===== src/design/edd_pkg.sv =====
`timescale 1ns / 1ps

package edd_pkg;

    // Geometry
    localparam int MAX_WIDTH   = 2048;
    localparam int COL_W       = $clog2(MAX_WIDTH);
    localparam int CNT_W       = COL_W + 1;
    localparam int ROW_WIDTH_W = 12;
    localparam int WCMP_W      = (CNT_W > ROW_WIDTH_W) ? CNT_W : ROW_WIDTH_W;

    // Color lanes: red, green, blue
    localparam int NUM_LANES   = 3;
    localparam int ERR_W       = 9;
    localparam int ROW_WORD_W  = NUM_LANES * ERR_W;

    // Quantizer reciprocal: ceil(2^24 / n)
    localparam int RECIP_SHIFT = 24;
    localparam int RECIP_W     = RECIP_SHIFT + 1;

    // APB register map
    localparam int ADDR_W      = 4;
    localparam int DATA_W      = 32;
    localparam logic [1:0] REG_LEVEL_BITS = 2'd0;
    localparam logic [1:0] REG_MONO_MODE  = 2'd1;
    localparam logic [1:0] REG_CHAN_EN    = 2'd2;
    localparam logic [1:0] REG_ROW_WIDTH  = 2'd3;

    typedef logic signed [ERR_W-1:0] t_err;

    typedef struct packed {
        logic       frame_start;
        logic [7:0] in_blue;
        logic [7:0] in_green;
        logic [7:0] in_red;
    } t_pix_in;

    typedef struct packed {
        logic [7:0] out_blue;
        logic [7:0] out_green;
        logic [7:0] out_red;
    } t_pix_out;

    // Error shares of one lane: right, down, down-left, down-right
    typedef struct packed {
        t_err t7;
        t_err t5;
        t_err t3;
        t_err t1;
    } t_spread;

    // Stage loads of the lane datapath
    typedef struct packed {
        logic adj_en;
        logic mul_en;
        logic kq_en;
        logic div_en;
    } t_lane_ctl;

    typedef enum logic [2:0] {
        S_IDLE,
        S_ADJ,
        S_MUL,
        S_KQ,
        S_DIV,
        S_ERR,
        S_LAST,
        S_OUT
    } t_state;

    // Clamp level_bits to 1..8
    function automatic logic [3:0] f_eff_bits(input logic [3:0] bits);
        logic [3:0] b;
        b = bits;
        if (b == 4'd0) begin
            b = 4'd1;
        end else if (b > 4'd8) begin
            b = 4'd8;
        end
        return b;
    endfunction

    // Highest level index, 2^bits - 1
    function automatic logic [7:0] f_levels(input logic [3:0] bits);
        logic [8:0] p;
        p = 9'd1 << f_eff_bits(bits);
        return 8'(p - 9'd1);
    endfunction

    function automatic logic [RECIP_W-1:0] f_recip(input logic [3:0] bits);
        logic [RECIP_W-1:0] r;
        case (f_eff_bits(bits))
            4'd1:    r = RECIP_W'(16777216);
            4'd2:    r = RECIP_W'(5592406);
            4'd3:    r = RECIP_W'(2396746);
            4'd4:    r = RECIP_W'(1118482);
            4'd5:    r = RECIP_W'(541201);
            4'd6:    r = RECIP_W'(266306);
            4'd7:    r = RECIP_W'(132105);
            default: r = RECIP_W'(65794);
        endcase
        return r;
    endfunction

endpackage


===== src/design/edd_lane.sv =====
`timescale 1ns / 1ps

// One color channel: error-adjusted sample, quantizer, error shares.
module edd_lane import edd_pkg::*; (
    input  logic               i_clk,
    input  t_lane_ctl          i_ctl,
    input  logic               i_en,
    input  logic [7:0]         i_pix,
    input  t_err               i_right,
    input  t_err               i_row,
    input  logic [7:0]         i_levels,
    input  logic [RECIP_W-1:0] i_recip,
    output logic [7:0]         o_res,
    output t_spread            o_spread
);

    logic [7:0]  r_adj;
    logic [15:0] r_prod;
    logic [15:0] r_mq;
    logic [7:0]  r_q;

    logic [10:0] sum;
    logic [7:0]  n_adj;
    logic [15:0] x;
    logic [15:0] kx;
    logic [7:0]  k;
    logic [15:0] n_mq;
    logic [40:0] div_prod;
    t_err        err;
    logic signed [11:0] e12;
    logic signed [11:0] p7;
    logic signed [11:0] p5;
    logic signed [11:0] p3;

    // sample + right error + row error, clamped to 0..255
    always_comb begin
        sum = {3'b000, i_pix}
            + {{2{i_right[ERR_W-1]}}, i_right}
            + {{2{i_row[ERR_W-1]}}, i_row};
        if (sum[10]) begin
            n_adj = 8'd0;
        end else if (sum[9:8] != 2'b00) begin
            n_adj = 8'd255;
        end else begin
            n_adj = sum[7:0];
        end
    end

    // k = floor((v*n + 127) / 255), then m = 255*k + n/2
    always_comb begin
        x    = r_prod + 16'd127;
        kx   = x + {8'd0, x[15:8]} + 16'd1;
        k    = kx[15:8];
        n_mq = {k, 8'd0} - {8'd0, k} + {9'd0, i_levels[7:1]};
    end

    assign div_prod = {25'd0, r_mq} * {16'd0, i_recip};

    always_ff @(posedge i_clk) begin
        if (i_ctl.adj_en) begin
            r_adj <= n_adj;
        end
        if (i_ctl.mul_en) begin
            r_prod <= {8'd0, r_adj} * {8'd0, i_levels};
        end
        if (i_ctl.kq_en) begin
            r_mq <= n_mq;
        end
        if (i_ctl.div_en) begin
            r_q <= div_prod[RECIP_SHIFT+7:RECIP_SHIFT];
        end
    end

    always_comb begin
        if (i_en) begin
            o_res = r_q;
            err   = t_err'({1'b0, r_adj} - {1'b0, r_q});
        end else begin
            o_res = i_pix;
            err   = '0;
        end
        e12 = 12'(err);
        p7  = (e12 <<< 3) - e12;
        p5  = (e12 <<< 2) + e12;
        p3  = (e12 <<< 1) + e12;
        o_spread.t7 = t_err'(p7 >>> 4);
        o_spread.t5 = t_err'(p5 >>> 4);
        o_spread.t3 = t_err'(p3 >>> 4);
        o_spread.t1 = t_err'(err >>> 4);
    end

endmodule


===== config.mk =====
export PLATFORM = sky130hd
export DESIGN_NAME = edd_lane
export DESIGN_NICKNAME = d
export VERILOG_FILES = /design/src/design/edd_pkg.sv /design/src/design/edd_lane.sv
export SDC_FILE = /design/constraint.sdc
export NUM_CORES = 1
export LEC_CHECK = 0
export BUFFER_PORTS_ARGS = -buffer_cell sky130_fd_sc_hd__clkbuf_2
export CORE_UTILIZATION = 35
export DETAILED_ROUTE_END_ITERATION = 8
export SETUP_SLACK_MARGIN = 0.15
export SLEW_MARGIN = 20
export SYNTH_ARGS = -nofsm -noshare
export SYNTH_HDL_FRONTEND = slang
export SYNTH_SLANG_ARGS = --single-unit
export TNS_END_PERCENT = 100

===== constraint.sdc =====
create_clock -name i_clk -period 7.3 [get_ports i_clk]
set_clock_uncertainty 0.1 [all_clocks]
set_input_delay 0 -clock i_clk [delete_from_list [all_inputs] [get_ports i_clk]]
set_output_delay 0 -clock i_clk [all_outputs]
set_load 0.02 [all_outputs]

# After elaboration in Yosys (flattened, before gate mapping)
# Cells that the tools add are included.
dict set report totals {
  register_bits 48
  inputBits 65
  out_inout_bits 44
  elab_cells 21
}
dict set report classes {
  addsub 11
  mul 2
  n_mux 3
  reduce_logical 1
}
# op n
set ops {}
lappend ops {{$mul 16x25->32} 1}
lappend ops {{$add 10x9->11} 2}
lappend ops {{$add 16x1->16 const B} 1}
lappend ops {{$add 16x7->16} 1}
lappend ops {{$add 16x7->16 const B} 1}
lappend ops {{$add 16x8->16} 1}
lappend ops {{$mul 8x8->16} 1}
lappend ops {{$mux 8} 2}
lappend ops {{$sub 16x8->16} 1}
lappend ops {{$add 11x9->12} 1}
lappend ops {{$sub 12x9->12} 1}
lappend ops {{$add 9x9->10} 1}
lappend ops {{$mux 9} 1}
lappend ops {{$sub 8x8->9} 1}
lappend ops {{$reduce_bool 2->1} 1}

# Longest topological paths before layout
dict set report depth {
  depth_word 5
  ltp_mapped 24
  ltp_nobuf 23
}

# Worst setup path after synthesis
# OpenSTA, ideal clock, no wires.
dict set report synth_timing {
  path_type {register -> register}
  start {register r_mq[1]}
  end {register r_q[7] (data pin)}
  setup_ns 0.260
  arrival_time_ns 5.721
  required_ns 6.940
  slack_ns 1.219
  stages_incl_launch_ff 23
  path_buffers 1
  synth_period_minus_slack_ns 6.081
  path_cell_list {edfxtp_1 clkbuf_1 nand2_1 fa_1 inv_1 fa_1 inv_1 fa_1 inv_1 fa_1 fa_1 inv_1 fa_1 inv_1 ha_1 nand4_1 or4_1 a311oi_1 o2111ai_1 nand3_1 a31o_2 a21oi_1 xnor2_1}
}
dict set report synth_between {
  elab_chain_len 1
}
# element line
set synth_rtl {}
lappend synth_rtl {{start: declaration} edd_lane.sv:19} ;# logic [15:0] r_mq;
lappend synth_rtl {{start signal: assignment} edd_lane.sv:67} ;# r_mq <= n_mq;
lappend synth_rtl {{$mul 16x25->32} edd_lane.sv:57} ;# assign div_prod = {25'd0, r_mq} * {16'd0, i_recip};
lappend synth_rtl {{net div_prod[31]} edd_lane.sv:28} ;# logic [40:0] div_prod;
lappend synth_rtl {{end signal: assignment} edd_lane.sv:70} ;# r_q <= div_prod[RECIP_SHIFT+7:RECIP_SHIFT];
lappend synth_rtl {{end: declaration} edd_lane.sv:20} ;# logic [7:0] r_q;
# The timed path passes the listed nets, and every way through them passes these cells.
# A chain may end at the register's enable or synchronous reset.

# Worst setup path after layout
dict set report layout_timing {
  start {register r_mq[12]}
  end {register r_q[7] (data pin)}
}
# Same word-level chain as after synthesis.

==> results.toml <==
[clock_network]
cts.sinks = 48
cts_root_buffer = "clkbuf_16"
htree_num_levels = 2
cts_buffers = 5
cts_tree = "done"
path_clk_slew_ps = 70
clk_latency_ps = 290
clock_path_buffers = 2

[critical_path]
cpPeakStageDelay_ps = 880
crit_fanout = 12
cpMostUsedCell = "fa_1"
startpoint = "r_mq[12]"
cp-start-kind = "register"
critical_path_class = "reg -> reg"
required_ps = 7230
path_cells = "buf_4 > nand2_1 > fa_1 > inv_1 > fa_1 > fa_1 > fa_1 > fa_1 > inv_1 > fa_1 > inv_1 > ha_1 > nand4_1 > or4_1 > a311oi_2 > buf_4 > o2111ai_1 > nand3_1 > a31o_2 > a21oi_1 > xnor2_1"
arrival_ps = 6720
r2r_end = "r_q[7]"
rr_worst_depth = 21
crit_family = "adder cells"
worst_setup_path_end_kind = "register"
critPathBufInv = 5
reg2reg_setup_slack_ps = 520
critPathSlowestCell = "edfxtp_1"
rr_startpoint = "r_mq[12]"

[min_path]
min_path_cells = 2
min_path_type = "in -> reg"
hold_path_end = "r_prod[0]"
min_from = "i_levels[0]"

[detailed_routing]
first_pass_iters = 7
drt-total-wl_um = 41200
vias = 12288
dr_wl_met2_um = 20540
viasPerCell = 4.872
wl_met1_um = 17650
topRoutingLayerUsed = "met5"
wl_per_cell_um = 16.34
ant_nets = 0
remaining_drc_errors = 5
detail_route.iter0.violations = 600
wl_met3_um = 2220

[floorplan]
initial_core_util = 0.3563
core_um2 = 46750
dieHeight_um = 220.2
die_w_um = 220.2
num_rows = 79
design.die.area_um2 = 48470
io_pins = 109

[yosys]
netlist_instances = 1842
yosys.area_share.xor_xnor = 0.04604
synthAdderAreaFrac = 0.5214
synth_nets = 2402
ys_seq_area_frac = 0.08653
synth_top_flop_cell = "edfxtp_1"
synth.avg_cell_area_um2 = 9.044
yosysWarnings = 0
ys_types = 67
synth-edff-count = 48
synth_top_family_by_area = "adder cells"
synth_area_um2 = 16660
synth-compound-area-share = 0.05874
synthMuxAreaShare = 0.005333
synthSimpleGateAreaFrac = 0.1733
ys_ff_latch = 48
synthArstFlopShare = 0

[timing]
finalCriticalPeriod_ps = 6781
grt_setup_unrepaired = "false"
hold_violations = 0
hold_slack_ps = 35.44
setup_viol = 0
worst_slack_ps = 518.7
fin_crit_sh = 0.9289
report.final.slew_viol_count = 0
final.setup.tns_ps = 0
relSlewSlack = 0.3087
max_slew.worst_pin.slew_ps = 1037
max_freq_mhz = 147.5

[place]
place_worst_setup_slack_ps = 155.3
place_congestion = 0.8504
hpwl_um = 32740
io_buffers = 108

[final_layout]
final_nets = 2474
syn_to_final_growth_pct = 8.390
fillers = 4663
final_common_cell = "inv_1"
final_cell_mix = "405 x inv_1, 332 x fa_1, 288 x nand2_1, 182 x and2_1, 163 x ha_1"
drive_gt1_frac = 0.08825
num_antenna_cells = 0

[global_route]
grt_pass1_vias = 13261
grt_antenna_before_repair = 2
overflow = 0
grtUsageTotal = 0.1775
grt_pass1_wl_um = 67700
grt_max_degree = 26

[run_status]
violations = "design-rule violations"
status = "complete, but fails checks"

[run]
drv_cap = 0
## layer usage
| metal | vias to the layer above | track usage |
|---|---|---|
| li1 | 5708 | - |
| met1 | 6196 | 0.2292 |
| met2 | 326 | 0.3159 |
| met3 | 56 | 0.02337 |
| met4 | 2 | 0.03655 |
| met5 | - | 0 |
## kinds of logic (layout without fill, tap and decap cells)
family                     after synthesis  after routing
and+or+nand+nor                        589            589
adders and majority gates              495            495
DFF                                     48             48
AOI/OAI and AO/OA                      145            145
muxes                                    8              8
xor gates and xnor gates                85             85
buffers and inverters                  472            545
## sequential cells by signal (all words and copies together) (netlist names)
name    count
r_mq       16
r_prod     16
r_adj       8
r_q         8
## metrics by stage
stage,std cells,cell area [um^2],utilization
after floorplan,1842,16660,-
after global placement,2504,17770,0.3801
after detailed placement,2504,17770,0.3801
after CTS,2515,17970,0.3844
after global routing,2522,18060,0.3862
final,2522,18060,0.3862
## synth_stat cells (all sizes together) (4+ instances only)
cell type	instances	area (um^2)
xor2	28	245.2
ha	163	2039
a31o	4	35.03
a21o	14	106.4
nor4	4	40.04
clkbuf	55	206.5
fa	332	6646
xnor2	57	521.8
nor2	47	186.4
o22ai	4	25.02
inv	405	1520
nand2	289	1087
nand2b	7	43.79
a211oi	8	72.57
a21oi	38	190.2
o21ai	30	150.1
a31oi	5	31.28
nand4	4	25.02
o21a	8	60.06
nand3	10	50.05
nand3b	4	30.03
a21boi	5	37.54
buf	12	83.82
edfxtp	48	1441
nor3	19	111.4
mux2	7	78.83
o21bai	8	71.32
nor2b	12	75.07
and2	182	1139
## worst max path at each step
stage / to / slack, ps / cells past startpoint
4_1_cts: r_q[7] / 220 / 20
3_5_place_dp: r_q[7] / 160 / 22
2_1_floorplan: r_q[7] / 1220 / 22
3_3_place_gp: r_q[7] / 260 / 22
5_1_grt: r_q[7] / 140 / 21
6_report: r_q[7] / 520 / 21
## what timing repair did
item                       in CTS  in global routing
resized for setup               0                  1
hold endpoints to repair       16                  0
gates cloned                    0                  0
hold buffers                    2                  0
buffers inserted                1                  7
setup endpoints to repair       1                  5
## worst register-to-register path, stage by stage (launching register included)
cell and delay, ps:
edfxtp_1 880, buf_4 300, nand2_1 90, fa_1 500, inv_1 50, fa_1 570
fa_1 430, fa_1 470, fa_1 490, inv_1 40, fa_1 480, inv_1 40
ha_1 280, nand4_1 90, or4_1 550, a311oi_2 300, buf_4 190, o2111ai_1 130
nand3_1 150, a31o_2 180, a21oi_1 80, xnor2_1 130
## cell type report
| cell class | count | area (um^2) | share of cell area |
|---|---|---|---|
| tap | 607 | 759.5 | 0.04206 |
| inverter | 405 | 1520 | 0.08419 |
| sequential | 48 | 1441 | 0.07983 |
| multi-input combinational | 1322 | 13410 | 0.7428 |
| clock buffer | 5 | 125.1 | 0.006930 |
| timing repair buffer | 132 | 750.7 | 0.04158 |
| clock inverter | 3 | 46.29 | 0.002564 |
Power is not shown: default switching activity piles up to over one toggle a cycle in this logic, so the estimate is an artifact.
