--- src/design/edd_pkg.sv ---
`timescale 1ns / 1ps

package edd_pkg;

    // Geometry
    localparam int MAX_WIDTH   = 2048;
    localparam int COL_W       = $clog2(MAX_WIDTH);
    localparam int CNT_W       = COL_W + 1;
    localparam int ROW_WIDTH_W = 12;
    localparam int WCMP_W      = (CNT_W > ROW_WIDTH_W) ? CNT_W : ROW_WIDTH_W;

    // Color lanes: red, green, blue
    localparam int NUM_LANES   = 3;
    localparam int ERR_W       = 9;
    localparam int ROW_WORD_W  = NUM_LANES * ERR_W;

    // Quantizer reciprocal: ceil(2^24 / n)
    localparam int RECIP_SHIFT = 24;
    localparam int RECIP_W     = RECIP_SHIFT + 1;

    // APB register map
    localparam int ADDR_W      = 4;
    localparam int DATA_W      = 32;
    localparam logic [1:0] REG_LEVEL_BITS = 2'd0;
    localparam logic [1:0] REG_MONO_MODE  = 2'd1;
    localparam logic [1:0] REG_CHAN_EN    = 2'd2;
    localparam logic [1:0] REG_ROW_WIDTH  = 2'd3;

    typedef logic signed [ERR_W-1:0] t_err;

    typedef struct packed {
        logic       frame_start;
        logic [7:0] in_blue;
        logic [7:0] in_green;
        logic [7:0] in_red;
    } t_pix_in;

    typedef struct packed {
        logic [7:0] out_blue;
        logic [7:0] out_green;
        logic [7:0] out_red;
    } t_pix_out;

    // Error shares of one lane: right, down, down-left, down-right
    typedef struct packed {
        t_err t7;
        t_err t5;
        t_err t3;
        t_err t1;
    } t_spread;

    // Stage loads of the lane datapath
    typedef struct packed {
        logic adj_en;
        logic mul_en;
        logic kq_en;
        logic div_en;
    } t_lane_ctl;

    typedef enum logic [2:0] {
        S_IDLE,
        S_ADJ,
        S_MUL,
        S_KQ,
        S_DIV,
        S_ERR,
        S_LAST,
        S_OUT
    } t_state;

    // Clamp level_bits to 1..8
    function automatic logic [3:0] f_eff_bits(input logic [3:0] bits);
        logic [3:0] b;
        b = bits;
        if (b == 4'd0) begin
            b = 4'd1;
        end else if (b > 4'd8) begin
            b = 4'd8;
        end
        return b;
    endfunction

    // Highest level index, 2^bits - 1
    function automatic logic [7:0] f_levels(input logic [3:0] bits);
        logic [8:0] p;
        p = 9'd1 << f_eff_bits(bits);
        return 8'(p - 9'd1);
    endfunction

    function automatic logic [RECIP_W-1:0] f_recip(input logic [3:0] bits);
        logic [RECIP_W-1:0] r;
        case (f_eff_bits(bits))
            4'd1:    r = RECIP_W'(16777216);
            4'd2:    r = RECIP_W'(5592406);
            4'd3:    r = RECIP_W'(2396746);
            4'd4:    r = RECIP_W'(1118482);
            4'd5:    r = RECIP_W'(541201);
            4'd6:    r = RECIP_W'(266306);
            4'd7:    r = RECIP_W'(132105);
            default: r = RECIP_W'(65794);
        endcase
        return r;
    endfunction

endpackage

--- src/design/edd_merge.sv ---
`timescale 1ns / 1ps

// Combines lane results into one pixel (grey in mono mode) and holds it
// in the output register.
module edd_merge import edd_pkg::*; (
    input  logic                        i_clk,
    input  logic                        i_rst_n,
    input  logic                        i_load,
    input  logic                        i_mono,
    input  logic [NUM_LANES-1:0][7:0]   i_res,
    input  logic                        i_out_ready,
    output logic                        o_free,
    output logic                        o_out_valid,
    output t_pix_out                    o_out_data
);

    logic     r_valid;
    t_pix_out r_data;
    t_pix_out n_data;

    always_comb begin
        if (i_mono) begin
            n_data.out_red   = i_res[0];
            n_data.out_green = i_res[0];
            n_data.out_blue  = i_res[0];
        end else begin
            n_data.out_red   = i_res[0];
            n_data.out_green = i_res[1];
            n_data.out_blue  = i_res[2];
        end
    end

    assign o_free = !r_valid || i_out_ready;

    always_ff @(posedge i_clk) begin
        if (!i_rst_n) begin
            r_valid <= 1'b0;
        end else if (i_load) begin
            r_valid <= 1'b1;
        end else if (i_out_ready) begin
            r_valid <= 1'b0;
        end
    end

    always_ff @(posedge i_clk) begin
        if (i_load) begin
            r_data <= n_data;
        end
    end

    assign o_out_valid = r_valid;
    assign o_out_data  = r_data;

endmodule

--- config.mk ---
export PLATFORM = sky130hd
export DESIGN_NAME = edd_merge
export DESIGN_NICKNAME = d
export VERILOG_FILES = /design/src/design/edd_pkg.sv /design/src/design/edd_merge.sv
export SDC_FILE = /design/constraint.sdc
export NUM_CORES = 1
export LEC_CHECK = 0
export ABC_AREA = 0
export BUFFER_PORTS_ARGS = -buffer_cell sky130_fd_sc_hd__buf_2
export CAP_MARGIN = 5
export CORE_ASPECT_RATIO = 1.25
export CORE_UTILIZATION = 42
export CTS_CLUSTER_DIAMETER = 30
export DETAILED_ROUTE_END_ITERATION = 8
export GPL_ROUTABILITY_DRIVEN = 1
export PLACE_DENSITY_LB_ADDON = 0.08
export SYNTH_ARGS = -nofsm -noshare
export SYNTH_HDL_FRONTEND = slang
export SYNTH_SLANG_ARGS = --single-unit
--- constraint.sdc ---
create_clock -name i_clk -period 0.8 [get_ports i_clk]
set_input_delay 0 -clock i_clk [delete_from_list [all_inputs] [get_ports i_clk]]
set_output_delay 0 -clock i_clk [all_outputs]
set_load 0.005 [all_outputs]
=== Word level (Yosys, flattened, before mapping) ===
Index checks and enable logic that the tools add are counted.

* Muxes and demuxes: 3
* Reduce and logical (&&, ||, !) cells: 3

{| class="wikitable"
|+ Operators with widths
! operator !! number
|-
| 24-bit two-way mux || 1
|-
| 1-bit two-way mux || 2
|-
| 2-bit nonzero test || 1
|-
| 1-bit logical NOT || 1
|-
| 1-bit logical OR || 1
|}

* Output and inout port bits: 26
* Logic and storage cells: 10
* Input port bits: 29
* Register bits after elaboration: 25

=== Longest topological paths before layout ===
Gate-level depths: netlist of the first run.

* Depth in word-level cells: 2
* Gate-level depth with buffers: 3
* Gate-level depth less buffers: 2

=== Worst setup path after synthesis of the first run ===
OpenSTA, ideal clock, no wires.

* Path type: register to register
* From: register, netlist name o_out_valid
* To: register r_valid (netlist: o_out_valid)
* Cell stages (with the launch flop): 3
* Data required time: 0.724 ns
* Setup time: 0.076 ns
* Period minus slack after synthesis: 0.619 ns
* Setup slack: 0.181 ns
* Buffers on the path: 0
* Data arrival time: 0.543 ns
* Cells stage by stage: dfxtp_1 -> nand2b_1 -> a21boi_0

{| class="wikitable"
|+ RTL lines
! item !! line !! RTL
|-
| end signal: assignment || edd_merge.sv:37 || <nowiki>r_valid <= 1'b0;</nowiki>
|-
| end signal: assignment || edd_merge.sv:39 || <nowiki>r_valid <= 1'b1;</nowiki>
|-
| end signal: assignment || edd_merge.sv:41 || <nowiki>r_valid <= 1'b0;</nowiki>
|-
| end: declaration || edd_merge.sv:17 || <nowiki>logic r_valid;</nowiki>
|}

=== Worst setup path after layout of the first run ===
* From: register r_valid (netlist: o_out_valid)
* To: output o_free

* Cells in the longest elaborated chain, start to end: 2

{| class="wikitable"
|+ RTL lines
! item !! line !! RTL
|-
| 1-bit logical NOT || edd_merge.sv:33 || <nowiki>assign o_free = !r_valid || i_out_ready;</nowiki>
|-
| 1-bit logical OR || edd_merge.sv:33 ||
|-
| end: declaration || edd_merge.sv:12 || <nowiki>output logic o_free,</nowiki>
|}

No other way between the ends.

==> flow_summary.toml, run 1 <==
[global_routing]
grt_first_pass_wirelength_um = 2260
grt_max_degree = 25
antenna_found_initial = 0
grt_overflow = 0
first_global_vias = 581
grtUsageTotal_pct = 13.4

[setup_path]
startpoint_type = "register"
critPathKind = "register to output port"
timing.reg2reg.setup_slack_ps = 180
worstPathArrival_ps = 830
worstPathRequired_ps = 800
worstPathMaxFanout = 2
critPathCaptureType = "output port"

[layout]
area_growth_pct = 46.8
drive_above_1_share_pct = 43.8
num-fill-cells = 158
diodes = 0
nets = 167
finalCoreUtilization_pct = 67.4
fin_cells = 167

[sta]
fin_worst_skew_ps = 0
holdWs_ps = -16.7
post-route-period-util_pct = 104
slew_viol_final = 0
finalCriticalPeriod_ps = 829
tns_ps = -195
rsz0062_at_grt = "true"
setup_violations = 18
maxSlewHeadroom_pct = 77.4
worst_pin_slew_ps = 338
fmaxAchievable_mhz = 1210
finalHoldViolations = 1
layout_setup_ws_ps = -29.1

[placement]
dp.cells = 154
dpl.hpwl_um = 1130
gp_congestion = 0.696
dp_slack_ps = 47.4
io_buffers = 54

[yosys]
syn_inst = 70
syn_area_um2 = 941
seq_area_frac_synth_pct = 78.7
yosysWarnings = 0
ys_ff_latch = 25
synth_cell_types = 9
synth_nets = 99
avgSynthCellArea_um2 = 13.4

[detailed_routing]
vias = 721
ant_nets = 0
wl_um = 1640
wl_per_cell_um = 9.81
drt-pass1-iter-count = 2
drc_errors = 0
drt_iter0_markers = 11
via_per_inst = 4.32

[hold_path]
min_path_type = "primary input to register"

[run]
cap_violations = 0

[clock_tree]
path_clk_slew_ps = 120
clockBufferDepth = 2
clkSinkCount = 25
htree_levels = 1
numCtsBuffers = 3
clkLatencyLatePin_ps = 300
tritoncts = "built"
cts_setup_buffers = 0
hold_buffers = 9
cts_root_buf = "clkbuf_4"

[outcome]
status = "complete, but fails checks"
violations = "negative hold slack, negative setup slack"

[die]
dieArea_um2 = 2430
core_area_um2 = 2050
die_w_um = 44.3
start_util_pct = 45.9
rows = 18
floorplan.die.height_um = 54.9
io_pins = 55

[pwr]
p_leak_uw = 0.000656
power_density_nw_per_um2 = 1770
peakVddDrop_uv = 1320
==> what timing repair did <==
item / in CTS / in global routing
resized for setup: 1 / 0
gates cloned: 0 / 0
endpoints found under the setup margin: 25 / 25
hold endpoints to repair: 17 / 1
pin swaps: 0 / 0
==> flip-flops by register name (all words and copies together), names as in the netlist <==
signal       count
o_out_valid      1
o_out_data      24
==> placed cells by master (no fill, tap or decap) <==
master / count
clkbuf_4: 3
a21boi_0: 1
buf_4: 1
buf_12: 1
nand2_1: 8
dfxtp_2: 1
o21ai_0: 16
clkbuf_1: 1
edfxtp_1: 24
nand2b_1: 1
inv_1: 17
dlygate4sd3_1: 9
buf_2: 54
==> cell usage after synthesis <==
| cell type | count | area [µm²] |
|---|---|---|
| inv_1 | 17 | 63.8 |
| buf_2 | 1 | 5.00 |
| dfxtp_1 | 1 | 20.0 |
| buf_4 | 1 | 7.51 |
| o21ai_0 | 16 | 80.1 |
| edfxtp_1 | 24 | 721 |
| nand2b_1 | 1 | 6.26 |
| nand2_1 | 8 | 30.0 |
| a21boi_0 | 1 | 7.51 |
==> cell type report <==
class	instances	area [µm²]	share of cell area, %
inverters	17	63.8	4.62
flip-flops and latches	25	742	53.7
clock buffers	4	26.3	1.90
multi-input cells	26	124	8.97
well taps	30	37.5	2.72
repair buffers	65	388	28.1
==> report_power, final <==
part	switching, µW	internal [µW]
clock	332	194
combinational	150	184
sequential	22.1	1560
==> worst paths after layout <==
check	cells past startpoint	startpoint	to
max	2	o_out_valid	o_free
min	3	i_out_ready	o_out_valid
max reg2reg	2	o_out_valid	o_out_valid
min reg2reg	2	o_out_valid	o_out_valid
==> through the flow <==
step,instance area (µm²),power (µW)
6_report,1380,2440
5_1_grt,1380,2550
4_1_cts,1380,2470
3_5_place_dp,1260,1920
3_3_place_gp,1260,1910
2_1_floorplan,941,1700
==> critical path, stage by stage (launching register included) <==
cell and delay [ps]:
dfxtp_2 340, nand2b_1 60, buf_2 130
==> metal layers <==
metal  up-vias  track usage [%]  wire length, µm
met5         -                0                0
met4         0             9.09               10
met3         2             3.90              139
met2        41             23.0              832
met1       308             14.3              656
li1        370                -                -
==> cell families after synthesis <==
family | count (synthesis) | synth area share [%]
and+or+nand+nor | 9 | 3.86
AOI/OAI and AO/OA | 17 | 9.31
buffers and inverters | 19 | 8.11
DFF | 25 | 78.7
Power figures use the tool's default switching activity.
==> inputs of run 2 (changes only) <==
- RECOVER_POWER: default -> 100
==> flow_summary.toml, run 2 (same netlist as run 1, synthesis figures left out) <==
[placement]
gp_congestion = 0.696
dpl_cell_area_um2 = 1260
io_buffers = 54
dp.cells = 154
dpl.hpwl_um = 1130

[global_routing]
antenna_found_initial = 0
grt_overflow = 0
grt_max_degree = 25
grtUsageTotal_pct = 13.4
grt_first_pass_wirelength_um = 2260
first_global_vias = 581

[sta]
finalHoldViolations = 1
finalCriticalPeriod_ps = 829
fin_worst_skew_ps = 0
layout_setup_ws_ps = -29.2
maxSlewHeadroom_pct = 70.2
worst_pin_slew_ps = 447
fmaxAchievable_mhz = 1210
setup_violations = 18
tns_ps = -201
post-route-period-util_pct = 104
rsz0062_at_grt = "true"
slew_viol_final = 0
holdWs_ps = -18.1

[hold_path]
min_path_type = "primary input to register"
worstHoldStart = "i_out_ready"
hold_end = "o_out_valid"
whs_path_depth = 3

[setup_path]
worst-r2r-cell-count = 2
critPathKind = "register to output port"
startpoint_type = "register"
r2r_start = "o_out_valid"
worstPathMaxFanout = 2
critPathCaptureType = "output port"
timing.reg2reg.setup_slack_ps = 180
worstPathRequired_ps = 800
worstPathArrival_ps = 830
timing.rr.end = "o_out_valid"

[layout]
diodes = 0
drive_above_1_share_pct = 39.4
largest_reg_flops = 24
final_common_cell = "buf_2"
fin_cells = 167
final_cell_mix = "49 x buf_2, 24 x edfxtp_1, 17 x inv_1"
area_growth_pct = 44.1
nets = 167
final_cell_area_um2 = 1360

[detailed_routing]
via_per_inst = 4.37
wl_um = 1640
wl_per_cell_um = 9.83
drc_errors = 0
drt_iter0_markers = 13
drt-pass1-iter-count = 4
vias = 729
ant_nets = 0

[clock_tree]
path_clk_slew_ps = 120
hold_buffers = 9
tritoncts = "built"
clkSinkCount = 25
numCtsBuffers = 3
cts_root_buf = "clkbuf_4"
htree_levels = 1
clockBufferDepth = 2
clkLatencyLatePin_ps = 300

[pwr]
p_leak_uw = 0.000633
peakVddDrop_uv = 1320
power_density_nw_per_um2 = 1790

[die]
floorplan.die.height_um = 54.9
io_pins = 55
dieArea_um2 = 2430
start_util_pct = 45.9
die_w_um = 44.3
rows = 18
core_area_um2 = 2050

[outcome]
violations = "negative hold slack, negative setup slack"
status = "complete, but fails checks"

[run]
cap_violations = 0
[run 2: worst max path at each step]
stage                start             end  slack (ps)
6_report       o_out_valid          o_free         -30
5_1_grt        o_out_valid          o_free         -80
4_1_cts        o_out_valid          o_free         -40
3_5_place_dp        i_mono  o_out_data[16]          50
3_3_place_gp        i_mono  o_out_data[21]          90
2_1_floorplan  o_out_valid     o_out_valid         180
[run 2: final cells by class]
cell class / instances / area [µm²]
Timing Repair Buffer: 65 / 363
Clock buffer: 4 / 26.3
Fill cell: 159 / 693
Tap cell: 30 / 37.5
Multi-Input combinational cell: 26 / 124
Inverter: 17 / 63.8
Sequential cell: 25 / 742
[run 2: metal layers]
metal	part of all wire, %	vias to the layer above	track usage [%]
met5	0	-	0
met4	0.61	0	9.09
met3	7.8	2	3.90
met2	51	41	23.0
met1	41	317	14.3
li1	-	369	-
[run 2: where the power goes]
group	internal, µW	switching [µW]	total (µW)
logic	170	149	319
clock network	194	334	528
registers	1560	22.1	1580
total	1930	505	2430
[run 2: timing repair]
item,CTS,global route
endpoints found under the hold margin,17,1
setup buffers,0,0
setup endpoints to repair,25,25
gates resized for setup,1,0
[run 2: worst max-delay path, cell delays in order (launching register included)]
cell	delay, ps
dfxtp_2	340
nand2b_1	60
buf_2	130
[run 2: per-stage QoR]
| step | hold WS [ps] | util, % | setup WS (ps) | power (µW) |
|---|---|---|---|---|
| after CTS | -35.1 | 67.4 | -42.5 | 2470 |
| after global placement | 193 | 61.7 | 94.7 | 1910 |
| after global routing | -14.5 | 66.2 | -78.4 | 2540 |
| after floorplan | 98.9 | - | 181 | 1700 |
| final | -18.1 | 66.2 | -29.2 | 2430 |
| after detailed placement | 195 | 61.7 | 47.4 | 1920 |
